**src/rtl/pl0ts_pkg.sv**
```systemverilog
// ----------------------------------------------------------------------------
// pl0ts_pkg: shared types and constants of the PL/0 token scanner
// Token codes, result item layout and the keyword lookup.
// ----------------------------------------------------------------------------
`default_nettype none

package pl0ts_pkg;

	localparam int PREFIX_DEPTH = 9;
	localparam int PREFIX_IW    = $clog2(PREFIX_DEPTH);
	localparam int NUM_KW       = 14;

	typedef enum logic [4:0] {
		TK_IDENT, TK_NUMBER, TK_PLUS, TK_MINUS, TK_MULT, TK_SLASH, TK_ODD, TK_EQ,
		TK_NEQ, TK_LESS, TK_LEQ, TK_GTR, TK_GEQ, TK_LPAREN, TK_RPAREN, TK_COMMA,
		TK_SEMI, TK_PERIOD, TK_BECOMES, TK_BEGIN, TK_END, TK_IF, TK_THEN, TK_WHILE,
		TK_DO, TK_CALL, TK_CONST, TK_INT, TK_PROC, TK_WRITE, TK_READ, TK_ELSE
	} tok_code_t;

	typedef logic [PREFIX_DEPTH-1:0][7:0] prefix_t;

	typedef struct packed {
		tok_code_t   code;
		logic [15:0] start;
		logic [7:0]  length;
		logic        last;
	} tok_t;

	typedef struct packed {
		logic [1:0] valid;
		tok_t       first;
		tok_t       second;
	} tok_pair_t;

	localparam logic [8*PREFIX_DEPTH-1:0] KW_TEXT [NUM_KW] = '{
		"begin", "while", "const", "write", "call", "then", "procedure",
		"read", "else", "odd", "end", "int", "if", "do"
	};
	localparam int KW_LEN [NUM_KW] = '{5, 5, 5, 5, 4, 4, 9, 4, 4, 3, 3, 3, 2, 2};
	localparam tok_code_t KW_CODE [NUM_KW] = '{
		TK_BEGIN, TK_WHILE, TK_CONST, TK_WRITE, TK_CALL, TK_THEN, TK_PROC,
		TK_READ, TK_ELSE, TK_ODD, TK_END, TK_INT, TK_IF, TK_DO
	};

	function automatic tok_code_t kw_lookup(input prefix_t prefix, input logic short_word,
			input logic [PREFIX_IW-1:0] len);
		tok_code_t code;
		logic      hit;
		code = TK_IDENT;
		for (int k = 0; k < NUM_KW; k++) begin
			hit = short_word && (len == PREFIX_IW'(KW_LEN[k]));
			for (int i = 0; i < PREFIX_DEPTH; i++) begin
				if (i < KW_LEN[k]) begin
					if (prefix[i] != KW_TEXT[k][8*(KW_LEN[k]-1-i) +: 8])
						hit = 1'b0;
				end
			end
			if (hit)
				code = KW_CODE[k];
		end
		return code;
	endfunction

endpackage

`default_nettype wire

```
**src/rtl/pl0ts_if.sv**
```systemverilog
// ----------------------------------------------------------------------------
// pl0ts_if: channels of the PL/0 token scanner
// Source byte channel and token result channel, valid/ready handshake.
// ----------------------------------------------------------------------------
`default_nettype none

interface pl0ts_src_if;
	logic       valid;
	logic       ready;
	logic [7:0] source_byte;
	logic       end_of_source;

	modport source (output valid, source_byte, end_of_source, input ready);
	modport sink   (input valid, source_byte, end_of_source, output ready);
endinterface

interface pl0ts_tok_if;
	logic        valid;
	logic        ready;
	logic [4:0]  token_code;
	logic [15:0] token_start;
	logic [7:0]  token_length;
	logic        last_of_run;

	modport source (output valid, token_code, token_start, token_length, last_of_run,
		input ready);
	modport sink   (input valid, token_code, token_start, token_length, last_of_run,
		output ready);
endinterface

`default_nettype wire

```
**src/rtl/pl0ts_scan.sv**
```systemverilog
// ----------------------------------------------------------------------------
// pl0ts_scan: input register and scan state of the PL/0 token scanner
// Registers one source byte, advances the scan state and produces up to two
// tokens per byte for the result queue.
// ----------------------------------------------------------------------------
`default_nettype none

module pl0ts_scan #(
	parameter int MAX_SOURCE_BYTES = 65536,
	parameter int MAX_TOKEN_LEN    = 255
) (
	input  wire logic          clk,
	input  wire logic          arst_n,
	pl0ts_src_if.sink          src,
	input  wire logic          room,
	output pl0ts_pkg::tok_pair_t push
);
	import pl0ts_pkg::*;

	localparam int POS_W = $clog2(MAX_SOURCE_BYTES);
	localparam int LEN_W = $clog2(MAX_TOKEN_LEN + 2);
	localparam logic [POS_W-1:0] POS_LAST  = POS_W'(MAX_SOURCE_BYTES - 1);
	localparam logic [LEN_W-1:0] RUN_MAX   = LEN_W'(MAX_TOKEN_LEN + 1);
	localparam logic [LEN_W-1:0] LEN_MAX   = LEN_W'(MAX_TOKEN_LEN);
	localparam logic [LEN_W-1:0] RUN_SHORT = LEN_W'(PREFIX_DEPTH);

	typedef enum logic [2:0] {MODE_IDLE, MODE_WORD, MODE_NUMBER, MODE_PEND, MODE_COMMENT} mode_t;
	typedef enum logic [1:0] {SYM_SLASH, SYM_LT, SYM_GT, SYM_COLON} sym_t;

	function automatic logic [15:0] to16(input logic [POS_W-1:0] p);
		logic [POS_W+15:0] w;
		w = {16'd0, p};
		return w[15:0];
	endfunction

	function automatic logic [7:0] rep_len(input logic [LEN_W-1:0] r);
		logic [LEN_W+7:0] w;
		w = {8'd0, (r > LEN_MAX) ? LEN_MAX : r};
		return w[7:0];
	endfunction

	logic             valid_s1;
	logic [7:0]       byte_s1;
	logic             eos_s1;
	logic             fire;

	mode_t            mode_q, mode_n;
	sym_t             pend_q, pend_n;
	logic [POS_W-1:0] pos_q, pos_n, start_q, start_n;
	logic [LEN_W-1:0] run_q, run_n;
	prefix_t          prefix_q, prefix_n;
	logic             star_q, star_n;

	logic             is_letter, is_digit, is_space, is_wordc, consumed;
	logic             a_vld, b_vld, c_vld;
	tok_t             a_tok, b_tok, c_tok, bc_tok;

	assign fire      = valid_s1 & room;
	assign src.ready = ~valid_s1 | room;

	always_ff @(posedge clk or negedge arst_n) begin
		if (!arst_n) begin
			valid_s1 <= 1'b0;
		end else if (src.ready) begin
			valid_s1 <= src.valid;
		end
	end

	always_ff @(posedge clk) begin
		if (src.ready && src.valid) begin
			byte_s1 <= src.source_byte;
			eos_s1  <= src.end_of_source;
		end
	end

	assign is_letter = (byte_s1 >= "a" && byte_s1 <= "z") || (byte_s1 >= "A" && byte_s1 <= "Z");
	assign is_digit  = byte_s1 >= "0" && byte_s1 <= "9";
	assign is_space  = byte_s1 == " " || (byte_s1 >= 8'd9 && byte_s1 <= 8'd13);
	assign is_wordc  = is_letter | is_digit | (byte_s1 == "_");

	always_comb begin
		mode_n   = mode_q;
		pend_n   = pend_q;
		start_n  = start_q;
		run_n    = run_q;
		prefix_n = prefix_q;
		star_n   = star_q;
		consumed = 1'b0;
		a_vld    = 1'b0;
		b_vld    = 1'b0;
		c_vld    = 1'b0;
		a_tok    = '{code: TK_IDENT, start: to16(start_q), length: 8'd1, last: 1'b0};
		b_tok    = '{code: TK_IDENT, start: to16(pos_q), length: 8'd1, last: 1'b0};
		c_tok    = '{code: TK_IDENT, start: to16(start_q), length: 8'd1, last: 1'b0};

		unique case (mode_q)
			MODE_WORD: begin
				if (is_wordc) begin
					if (run_q < RUN_SHORT)
						prefix_n[run_q[PREFIX_IW-1:0]] = byte_s1;
					if (run_q < RUN_MAX)
						run_n = run_q + 1'b1;
					consumed = 1'b1;
				end else begin
					a_vld        = 1'b1;
					a_tok.code   = kw_lookup(prefix_q, run_q <= RUN_SHORT,
						run_q[PREFIX_IW-1:0]);
					a_tok.length = rep_len(run_q);
					mode_n       = MODE_IDLE;
				end
			end
			MODE_NUMBER: begin
				if (is_digit) begin
					if (run_q < RUN_MAX)
						run_n = run_q + 1'b1;
					consumed = 1'b1;
				end else begin
					a_vld        = 1'b1;
					a_tok.code   = TK_NUMBER;
					a_tok.length = rep_len(run_q);
					mode_n       = MODE_IDLE;
				end
			end
			MODE_PEND: begin
				a_tok.length = 8'd2;
				priority if (pend_q == SYM_GT && byte_s1 == "=") begin
					a_vld      = 1'b1;
					a_tok.code = TK_GEQ;
					consumed   = 1'b1;
					mode_n     = MODE_IDLE;
				end else if (pend_q == SYM_LT && byte_s1 == "=") begin
					a_vld      = 1'b1;
					a_tok.code = TK_LEQ;
					consumed   = 1'b1;
					mode_n     = MODE_IDLE;
				end else if (pend_q == SYM_LT && byte_s1 == ">") begin
					a_vld      = 1'b1;
					a_tok.code = TK_NEQ;
					consumed   = 1'b1;
					mode_n     = MODE_IDLE;
				end else if (pend_q == SYM_COLON && byte_s1 == "=") begin
					a_vld      = 1'b1;
					a_tok.code = TK_BECOMES;
					consumed   = 1'b1;
					mode_n     = MODE_IDLE;
				end else if (pend_q == SYM_SLASH && byte_s1 == "*") begin
					consumed = 1'b1;
					mode_n   = MODE_COMMENT;
					star_n   = 1'b0;
				end else begin
					a_vld        = pend_q != SYM_COLON;
					a_tok.length = 8'd1;
					a_tok.code   = (pend_q == SYM_SLASH) ? TK_SLASH :
						(pend_q == SYM_LT) ? TK_LESS : TK_GTR;
					mode_n       = MODE_IDLE;
					star_n       = 1'b0;
				end
			end
			MODE_COMMENT: begin
				consumed = 1'b1;
				if (byte_s1 == "/" && star_q) begin
					mode_n = MODE_IDLE;
					star_n = 1'b0;
				end else begin
					star_n = byte_s1 == "*";
				end
			end
			MODE_IDLE: begin
				mode_n = MODE_IDLE;
			end
			default: begin
				mode_n = MODE_IDLE;
			end
		endcase

		if (!consumed && !is_space) begin
			priority if (is_letter) begin
				mode_n      = MODE_WORD;
				start_n     = pos_q;
				run_n       = LEN_W'(1);
				prefix_n[0] = byte_s1;
			end else if (is_digit) begin
				mode_n  = MODE_NUMBER;
				start_n = pos_q;
				run_n   = LEN_W'(1);
			end else if (byte_s1 == "/" || byte_s1 == "<" || byte_s1 == ">"
					|| byte_s1 == ":") begin
				mode_n  = MODE_PEND;
				start_n = pos_q;
				pend_n  = (byte_s1 == "/") ? SYM_SLASH : (byte_s1 == "<") ? SYM_LT :
					(byte_s1 == ">") ? SYM_GT : SYM_COLON;
			end else begin
				b_vld = 1'b1;
				unique case (byte_s1)
					"+":     b_tok.code = TK_PLUS;
					"-":     b_tok.code = TK_MINUS;
					"*":     b_tok.code = TK_MULT;
					"=":     b_tok.code = TK_EQ;
					"(":     b_tok.code = TK_LPAREN;
					")":     b_tok.code = TK_RPAREN;
					",":     b_tok.code = TK_COMMA;
					";":     b_tok.code = TK_SEMI;
					".":     b_tok.code = TK_PERIOD;
					default: b_vld = 1'b0;
				endcase
			end
		end

		if (eos_s1) begin
			c_tok.start = to16(start_n);
			unique case (mode_n)
				MODE_WORD: begin
					c_vld        = 1'b1;
					c_tok.code   = kw_lookup(prefix_n, run_n <= RUN_SHORT,
						run_n[PREFIX_IW-1:0]);
					c_tok.length = rep_len(run_n);
				end
				MODE_NUMBER: begin
					c_vld        = 1'b1;
					c_tok.code   = TK_NUMBER;
					c_tok.length = rep_len(run_n);
				end
				MODE_PEND: begin
					c_vld      = pend_n != SYM_COLON;
					c_tok.code = (pend_n == SYM_SLASH) ? TK_SLASH :
						(pend_n == SYM_LT) ? TK_LESS : TK_GTR;
				end
				default: c_vld = 1'b0;
			endcase
			mode_n = MODE_IDLE;
			star_n = 1'b0;
			pos_n  = '0;
		end else begin
			pos_n = (pos_q == POS_LAST) ? '0 : pos_q + 1'b1;
		end
	end

	always_comb begin
		bc_tok            = b_vld ? b_tok : c_tok;
		push.valid        = fire ? {a_vld & (b_vld | c_vld), a_vld | b_vld | c_vld} : 2'b00;
		push.first        = a_vld ? a_tok : bc_tok;
		push.first.last   = ~(a_vld & (b_vld | c_vld));
		push.second       = bc_tok;
		push.second.last  = 1'b1;
	end

	always_ff @(posedge clk or negedge arst_n) begin
		if (!arst_n) begin
			mode_q  <= MODE_IDLE;
			pend_q  <= SYM_SLASH;
			pos_q   <= '0;
			start_q <= '0;
			run_q   <= '0;
			star_q  <= 1'b0;
		end else if (fire) begin
			mode_q  <= mode_n;
			pend_q  <= pend_n;
			pos_q   <= pos_n;
			start_q <= start_n;
			run_q   <= run_n;
			star_q  <= star_n;
		end
	end

	always_ff @(posedge clk) begin
		if (fire)
			prefix_q <= prefix_n;
	end

endmodule

`default_nettype wire

```
**src/rtl/pl0ts_resq.sv**
```systemverilog
// ----------------------------------------------------------------------------
// pl0ts_resq: result queue of the PL/0 token scanner
// Four-entry queue that takes up to two tokens a cycle and delivers one while tok.ready is high.
// ----------------------------------------------------------------------------
`default_nettype none

module pl0ts_resq (
	input  wire logic                  clk,
	input  wire logic                  arst_n,
	input  wire pl0ts_pkg::tok_pair_t  push,
	output logic                       room,
	pl0ts_tok_if.source                tok
);
	import pl0ts_pkg::*;

	localparam int DEPTH = 4;
	localparam int AW    = $clog2(DEPTH);
	localparam int CW    = $clog2(DEPTH + 1);

	tok_t          ent_q [DEPTH];
	logic [AW-1:0] wr_q, rd_q;
	logic [CW-1:0] cnt_q;
	logic          pop;
	logic [1:0]    npush;
	tok_t          head;

	assign room  = cnt_q <= CW'(DEPTH - 2);
	assign pop   = tok.valid & tok.ready;
	assign npush = {1'b0, push.valid[0]} + {1'b0, push.valid[1]};
	assign head  = ent_q[rd_q];

	assign tok.valid        = cnt_q != '0;
	assign tok.token_code   = head.code;
	assign tok.token_start  = head.start;
	assign tok.token_length = head.length;
	assign tok.last_of_run  = head.last;

	always_ff @(posedge clk or negedge arst_n) begin
		if (!arst_n) begin
			wr_q  <= '0;
			rd_q  <= '0;
			cnt_q <= '0;
		end else begin
			wr_q  <= wr_q + AW'(npush);
			rd_q  <= rd_q + AW'(pop);
			cnt_q <= cnt_q + CW'(npush) - CW'(pop);
		end
	end

	always_ff @(posedge clk) begin
		if (push.valid[0])
			ent_q[wr_q] <= push.first;
		if (push.valid[1])
			ent_q[wr_q + AW'(1)] <= push.second;
	end

endmodule

`default_nettype wire

```
**src/rtl/pl0_token_scanner_top.sv**
```systemverilog
// ----------------------------------------------------------------------------
// pl0_token_scanner_top: PL/0 token scanner
// Byte-serial lexer: one source byte in, zero to two tokens out.
// ----------------------------------------------------------------------------
//  channel | dir | fields                                            | handshake
//  src     | in  | source_byte[7:0], end_of_source                   | valid/ready
//  tok     | out | token_code[4:0], token_start[15:0],               | valid/ready
//          |     | token_length[7:0], last_of_run                    |
//
//  One byte is accepted per cycle while src.ready is high; its tokens pass
//  from the input register to the queue. Of a byte's two tokens, the first
//  has last_of_run low. src.ready drops when the input register is full and
//  the four-entry result queue has fewer than two free slots.
//  Reset clears scan state, positions and the queue; no clearing pass.
// ----------------------------------------------------------------------------
`default_nettype none

module pl0_token_scanner_top #(
	parameter int MAX_SOURCE_BYTES = 65536,
	parameter int MAX_TOKEN_LEN    = 255
) (
	input  wire logic   clk,
	input  wire logic   arst_n,
	pl0ts_src_if.sink   src,
	pl0ts_tok_if.source tok
);
	import pl0ts_pkg::*;

	tok_pair_t push;
	logic      room;

	pl0ts_scan #(
		.MAX_SOURCE_BYTES (MAX_SOURCE_BYTES),
		.MAX_TOKEN_LEN    (MAX_TOKEN_LEN)
	) u_scan (
		.clk    (clk),
		.arst_n (arst_n),
		.src    (src),
		.room   (room),
		.push   (push)
	);

	pl0ts_resq u_resq (
		.clk    (clk),
		.arst_n (arst_n),
		.push   (push),
		.room   (room),
		.tok    (tok)
	);

endmodule

`default_nettype wire

```
**src/flat_wrapper.sv**
```systemverilog
// flat-port wrapper written by rule: the top's interface ports become plain ports
module pl0_token_scanner_top_flat import pl0ts_pkg::*;
#(
	parameter int MAX_SOURCE_BYTES = 65536,
	parameter int MAX_TOKEN_LEN    = 255
)
  (clk, arst_n, src_valid, src_source_byte, src_end_of_source, src_ready, tok_valid, tok_token_code, tok_token_start, tok_token_length, tok_last_of_run, tok_ready);
  pl0ts_src_if src_i ();
  pl0ts_tok_if tok_i ();
  input  wire logic clk;
  input  wire logic arst_n;
  input wire logic [$bits(src_i.valid)-1:0] src_valid;
  input wire logic [$bits(src_i.source_byte)-1:0] src_source_byte;
  input wire logic [$bits(src_i.end_of_source)-1:0] src_end_of_source;
  output wire logic [$bits(src_i.ready)-1:0] src_ready;
  output wire logic [$bits(tok_i.valid)-1:0] tok_valid;
  output wire logic [$bits(tok_i.token_code)-1:0] tok_token_code;
  output wire logic [$bits(tok_i.token_start)-1:0] tok_token_start;
  output wire logic [$bits(tok_i.token_length)-1:0] tok_token_length;
  output wire logic [$bits(tok_i.last_of_run)-1:0] tok_last_of_run;
  input wire logic [$bits(tok_i.ready)-1:0] tok_ready;
  assign src_i.valid = src_valid;
  assign src_i.source_byte = src_source_byte;
  assign src_i.end_of_source = src_end_of_source;
  assign src_ready = src_i.ready;
  assign tok_valid = tok_i.valid;
  assign tok_token_code = tok_i.token_code;
  assign tok_token_start = tok_i.token_start;
  assign tok_token_length = tok_i.token_length;
  assign tok_last_of_run = tok_i.last_of_run;
  assign tok_i.ready = tok_ready;
  pl0_token_scanner_top #(.MAX_SOURCE_BYTES(MAX_SOURCE_BYTES), .MAX_TOKEN_LEN(MAX_TOKEN_LEN)) u_core (.clk(clk), .arst_n(arst_n), .src(src_i), .tok(tok_i));
endmodule
```
**config.mk**
```make
export PLATFORM = sky130hd
export DESIGN_NAME = pl0_token_scanner_top_flat
export DESIGN_NICKNAME = d
export VERILOG_FILES = /design/src/rtl/pl0ts_pkg.sv /design/src/rtl/pl0ts_if.sv /design/src/rtl/pl0ts_scan.sv /design/src/rtl/pl0ts_resq.sv /design/src/rtl/pl0_token_scanner_top.sv /design/src/flat_wrapper.sv
export SDC_FILE = /design/constraint.sdc
export NUM_CORES = 1
export LEC_CHECK = 0
export ABC_AREA = 1
export BUFFER_PORTS_ARGS = -buffer_cell sky130_fd_sc_hd__buf_4
export CORE_MARGIN = 4
export CORE_UTILIZATION = 25
export CTS_CLUSTER_SIZE = 40
export DETAILED_ROUTE_END_ITERATION = 10
export PLACE_DENSITY = 0.37
export SLEW_MARGIN = 40
export SYNTH_ARGS = -nofsm -noshare
export SYNTH_HDL_FRONTEND = slang
export SYNTH_SLANG_ARGS = --single-unit
export TNS_END_PERCENT = 5
```
**constraint.sdc**
```tcl
create_clock -name clk -period 4.8 [get_ports clk]
set_clock_uncertainty 0.2 [all_clocks]
set_input_delay 0.48 -clock clk [delete_from_list [all_inputs] [get_ports clk]]
set_output_delay 0.48 -clock clk [all_outputs]
set_load 0.01 [all_outputs]
```
; Yosys cells after proc, flatten, opt, wreduce, memory -nomap -nowiden
; Memory sizes are Yosys's and may differ from the RTL's.
; Cells that the tools add are included.
[word_totals]
register_bits = 136
ram_bits = 120
elab_cells = 533
mem_count = 1
[mem_list]
columns = name, words, word_bits, rd, rd_clocked_by_memory_dff, write_ports, line
row1 = u_core.u_resq.ent_q, 4, 30, 1, 0, 2, pl0ts_resq.sv:20  ; tok_t ent_q [DEPTH];
[classes]
addsub = 8
order_cmp = 17
n_eq_ne = 131
mux = 307
bitwise = 11
n_reduce_logical = 37
[op_table]
columns = operator, n
row1 = "!= test 8 x 7 -> 1 bit, second input constant", 88
row2 = two-way mux 72 bit, 3
row3 = two-way mux 1 bit, 202
row4 = two-way mux 5 bit, 37
row5 = "== test 8 x 6 -> 1 bit, second input constant", 14
row6 = two-way mux 16 bit, 6
row7 = bitwise mux 72 bit, 1
row8 = two-way mux 8 bit, 8
row9 = two-way mux 30 bit, 2
row10 = two-way mux 9 bit, 6
row11 = one-hot mux 5 bit (9 select lines), 1
row12 = two-way mux 3 bit, 13
row13 = demux 8 bit (select 4 bit), 1
row14 = one-hot mux 5 bit (3 select lines), 2
row15 = two-way mux 29 bit, 1
row16 = two-way mux 2 bit, 14
row17 = one-hot mux 8 bit (3 select lines), 1
row18 = logical AND 1 bit, 23
row19 = "> comparator 9 x 8 -> 1 bit, second input constant", 2
row20 = "<= comparator 9 x 4 -> 1 bit, second input constant", 2
row21 = one-hot mux 9 bit (2 select lines), 1
row22 = "adder 16 x 1 -> 16 bit, second input constant", 1
row23 = "== test 16 bit, second input constant", 1
row24 = "== test 4 x 2 -> 1 bit, second input constant", 4
row25 = other kinds (43), 77

; Depth between registers and ports, before layout
[depth]
depth_word = 38
depth_mapped = 30
depth_no_buf = 29

; Cells and area by module
; From an unflattened synthesis, not the netlist that was laid out.
[hier_totals]
cells_unflattened = 2676
hier_area_um2 = 18346.3
[modules_own_cells]
columns = mod, instances, cells_per_inst, area_each_um2, seq_area_each_um2
row1 = pl0ts_scan, 1, 1745, 11123.2, 3633.5
row2 = pl0ts_resq, 1, 931, 7223.2, 3778.6

; Least setup slack after synthesis
; OpenSTA, ideal clock, no wires.
[synth_path]
path_type = reg2reg
start = register u_core.u_scan.byte_s1[2]
end = register u_core.u_resq.cnt_q[2]
t_arrival_ns = 3.723
required_time_ns = 4.471
slack_ns = 0.748
stages_incl_launch_ff = 29
path_buffers = 1
period_less_slack_ns = 4.052
path_cell_list = edfxtp_1 > buf_2 > nor2_1 > nand2_1 > nand2_1 > nand2_1 > nand2_2 > nand3_4 > a21oi_4 > nand3_2 > nor2_4 > inv_2 > o21ai_1 > inv_2 > o21ai_1 > a21oi_1 > nor2_1 > nand2_1 > nand2_2 > inv_1 > ha_1 > inv_1 > ha_1 > inv_1 > ha_1 > inv_1 > fa_1 > xnor2_1 > xor2_1
[synth_via]
elab_chain_len = 22
[synth_lines]
columns = item, line
row1 = "start, declared", pl0ts_scan.sv:43  ; logic [7:0] byte_s1;
row2 = "start signal, assigned", pl0ts_scan.sv:71  ; byte_s1 <= src.source_byte;
row3 = "parallel branches: the longest is 18 deep, another holds >= comparator 8 x 7 -> 1 bit", n/a
row4 = two-way mux 2 bit *, pl0ts_scan.sv:240  ; push.valid = fire ? {a_vld & (b_vld | c_vld), a_vld | b_vld | c_vld} : 2'b00;
row5 = adder 1 x 1 -> 2 bit *, pl0ts_resq.sv:29  ; assign npush = {1'b0, push.valid[0]} + {1'b0, push.valid[1]};
row6 = adder 3 x 2 -> 3 bit *, pl0ts_resq.sv:46  ; cnt_q <= cnt_q + CW'(npush) - CW'(pop);
row7 = subtractor 3 x 1 -> 3 bit *, pl0ts_resq.sv:46
row8 = "end signal, assigned", pl0ts_resq.sv:46
row9 = "end, declared", pl0ts_resq.sv:22  ; logic [CW-1:0] cnt_q;
; Every way passes the cells marked *.
; A chain may end at the register's enable or synchronous reset.

; Worst setup path in the final report
; Same ends and word-level chain as after synthesis.

==> metrics.yaml <==
layout:
  seq_area_um2: 7370
  finalNetCount: 2532
  fillers: 7506
  multiInputGateArea_um2: 8470
  diodes: 0
  final_common_cell: "nand2_1"
  postLayoutCoreUtil_pct: 29.7
  drive_gt1_share_pct: 11.3
  layout_common_cells: "nand2_1 (752), inv_1 (275), nor2_1 (260), o21ai_0 (238), edfxtp_1 (197)"
  layout-area-overhead-vs-synth_pct: 17.1
  fin_cells: 3466
clock_tree:
  insertion_delay_ps: 580
  cts_tree: "yes"
  cts_max_level: 2
  cts_sinks: 256
  clk_pin_slew_worst_paths_ps: 60
  cts_buffer_depth: 3
  numCtsBuffers: 37
  root_buffer: "clkbuf_16"
place:
  place_inst: 3382
  place_ws_ps: 217
  dp_hpwl_um: 48700
  routabilityCongestion: 0.896
  io_buffer_count: 44
power:
  leakage_nw: 8.83
  powerDensity_nw_per_um2: 628
  power_w: 0.0129
  peakVddDrop_uv: 285
timing:
  setup_slack_ps: 279
  hold_viol: 0
  period_share_pct: 94.2
  relSlewSlack_pct: 42.6
  setup_violations: 0
  setup-tns-final_ps: 0
  rsz0062_at_grt: "false"
  period_minus_slack_ps: 4520
  fmax_mhz: 221
  drv_slew: 0
  tightest_slew_ps: 853
synth:
  yosysSeqAreaShare_pct: 42.1
  synth.area.top_cells: "edfxtp_1 (34%), nand2_1 (16%), dfrtp_1 (7.9%)"
  synthFlopType: "edfxtp_1"
  async_reset_ff_share_pct: 21.5
  synth_top_family_by_area: "simple AND/OR/NAND/NOR gates"
  synth.area.mux_share_pct: 0.0572
  synth_xor_area_share_pct: 0.601
  synth_top_area_cell: "edfxtp_1"
  synth-compound-area-share_pct: 13.2
  synthSimpleGateAreaFrac_pct: 33.3
  synth-edff-count: 197
  synth_seq_cells: 256
  avgSynthCellArea_um2: 7.14
  synth_top_cell_area_share_pct: 33.8
  synthAdderAreaFrac_pct: 0.901
  syn-num-nets: 2474
  syn_area_um2: 17500
  synth.distinct_cells: 64
  syn_inst: 2449
  yosys_warnings: 0
die:
  start_util_pct: 25.4
  core_area_um2: 68900
  fp.dieW_um: 273
  dieArea_um2: 74300
  rows: 96
  ios: 45
  dieHeight_um: 273
critical_path:
  crit_path_frequent_cell: "inv_1"
  start_kind: "flip-flop"
  path_max_fanout: 33
  cpMaxStageDelayCell: "edfxtp_1"
  cp-end-kind: "flip-flop"
  crit_chain: "nand2_2 -> nor2_2 -> nand4_4 -> nand3_4 -> buf_16 -> nor2_1 -> inv_1 -> nand2_1 -> inv_1 -> nand2_1 -> inv_1 -> nand2_1 -> nand2_2 -> inv_1 -> ha_1 -> inv_1 -> ha_1 -> inv_1 -> ha_1 -> inv_1 -> fa_1 -> xnor2_2 -> xor2_1"
  slowest_delay_ps: 520
  arrival_ps: 4790
  crit_type: "reg2reg"
  cp.required_ps: 5070
drt:
  avgViaCountPerCell: 4.83
  drc: 0
  totalWireLength_um: 69100
  first_pass_iters: 5
  ant_nets: 0
  routedWlPerCell_um: 19.9
  drt_iter0_drc: 1322
  vias: 16700
global_route:
  antenna_found_initial: 0
  first_global_vias: 16100
  track_usage_pct: 18.3
  grt-ovfl-total: 0
  grt_max_degree: 66
  grt_pass1_wl_um: 105000
hold_path:
  hold_path_class: "in2async"
run_status:
  outcome: "complete, no violations"
flow_run:
  drv_cap: 0
[logic make-up (layout without fill, tap and decap cells)]
family / after synthesis / in the layout
muxes: 1 / 1
buffers and inverters: 423 / 509
adders and majority gates: 12 / 12
AOI/OAI and AO/OA: 405 / 405
DFF: 256 / 256
xor gates and xnor gates: 12 / 12
and+or+nand+nor: 1340 / 1340
[metal layers]
metal	vias up	part of all wire (%)	wire, µm	global-route usage, %
met5	-	0	0	0
met1	7962	47	32300	25.4
met2	434	46	31700	29.7
li1	8258	-	-	-
met4	0	2.8	1910	5.60
met3	93	4.5	3130	2.32
[power breakdown]
group          total, W  internal, W  switching (W)
clock           0.00291      0.00176        0.00115
combinational   0.00622      0.00181        0.00441
sequential      0.00375      0.00325       0.000500
total            0.0129      0.00682        0.00606
[synth_stat cells, types with 18 or more instances]
master      n
nor4_1     23
o21ai_0   240
dfrtp_1    55
nand3_1   107
buf_2      29
o21ai_1    25
inv_2      33
nor2_1    265
clkbuf_1   60
a21oi_1    18
nand4_1    89
nand2_1   753
o22ai_1    72
nor3_1     38
o211ai_1   18
inv_1     276
edfxtp_1  197
[metrics by stage]
step | hold slack, ps | instance area [µm²]
6_report | 255 | 20500
3_3_place_gp | 246 | 19000
3_5_place_dp | 255 | 19000
4_1_cts | 256 | 20400
5_1_grt | 276 | 20500
2_1_floorplan | -15.6 | 17500
[sequential cells by signal, summed over array words and instances, names as in the netlist, 3 cells and up]
signal	cells
u_core.u_scan.pos_q	16
u_core.u_resq.ent_q	120
u_core.u_scan.mode_q	3
u_core.u_scan.start_q	16
u_core.u_scan.prefix_q	72
u_core.u_scan.run_q	9
u_core.u_scan.byte_s1	8
u_core.u_resq.cnt_q	3
[repair_timing]
item	CTS	global route
endpoints found under the hold margin	65	0
resized for setup	0	12
setup endpoints to repair	0	21
buffers inserted	0	5
hold buffers	11	0
[worst max-delay path: cells and delay by family (launching register included)]
| family | cells | cell delay (ps) |
|---|---|---|
| flops | 1 | 520 |
| simple gates | 9 | 1440 |
| buf+inv | 8 | 850 |
| xor+xnor | 2 | 290 |
| fa+ha+maj | 4 | 1110 |
[path summary, 6_finish.rpt]
| path | from | endpoint | slack [ps] | depth (start not counted) |
|---|---|---|---|---|
| min reg2reg | u_core.u_resq.ent_q[2][0]$_SDFFE_PP1P_ | u_core.u_resq.ent_q[2][0]$_SDFFE_PP1P_ | 270 | 2 |
| min | arst_n | u_core.u_scan.start_q[4]$_DFFE_PN0P_ | 260 | 2 |
| max in group asynchronous | arst_n | u_core.u_resq.rd_q[0]$_DFF_PN0_ | 3660 | 2 |
| max | u_core.u_scan.byte_s1[2]$_DFFE_PP_ | u_core.u_resq.cnt_q[2]$_DFF_PN0_ | 280 | 23 |
| min in group clk | u_core.u_resq.ent_q[2][0]$_SDFFE_PP1P_ | u_core.u_resq.ent_q[2][0]$_SDFFE_PP1P_ | 270 | 2 |
| max reg2reg | u_core.u_scan.byte_s1[2]$_DFFE_PP_ | u_core.u_resq.cnt_q[2]$_DFF_PN0_ | 280 | 23 |
[area by class of cell]
cell class | instances | area share, %
clock buffers | 45 | 4.66
flip-flops and latches | 256 | 36.0
repair buffers | 130 | 5.12
multi-input cells | 1770 | 41.3
inverters | 312 | 5.71
clock inverters | 22 | 1.52
well taps | 931 | 5.68
No activity file was read; power rests on OpenSTA's default activity.
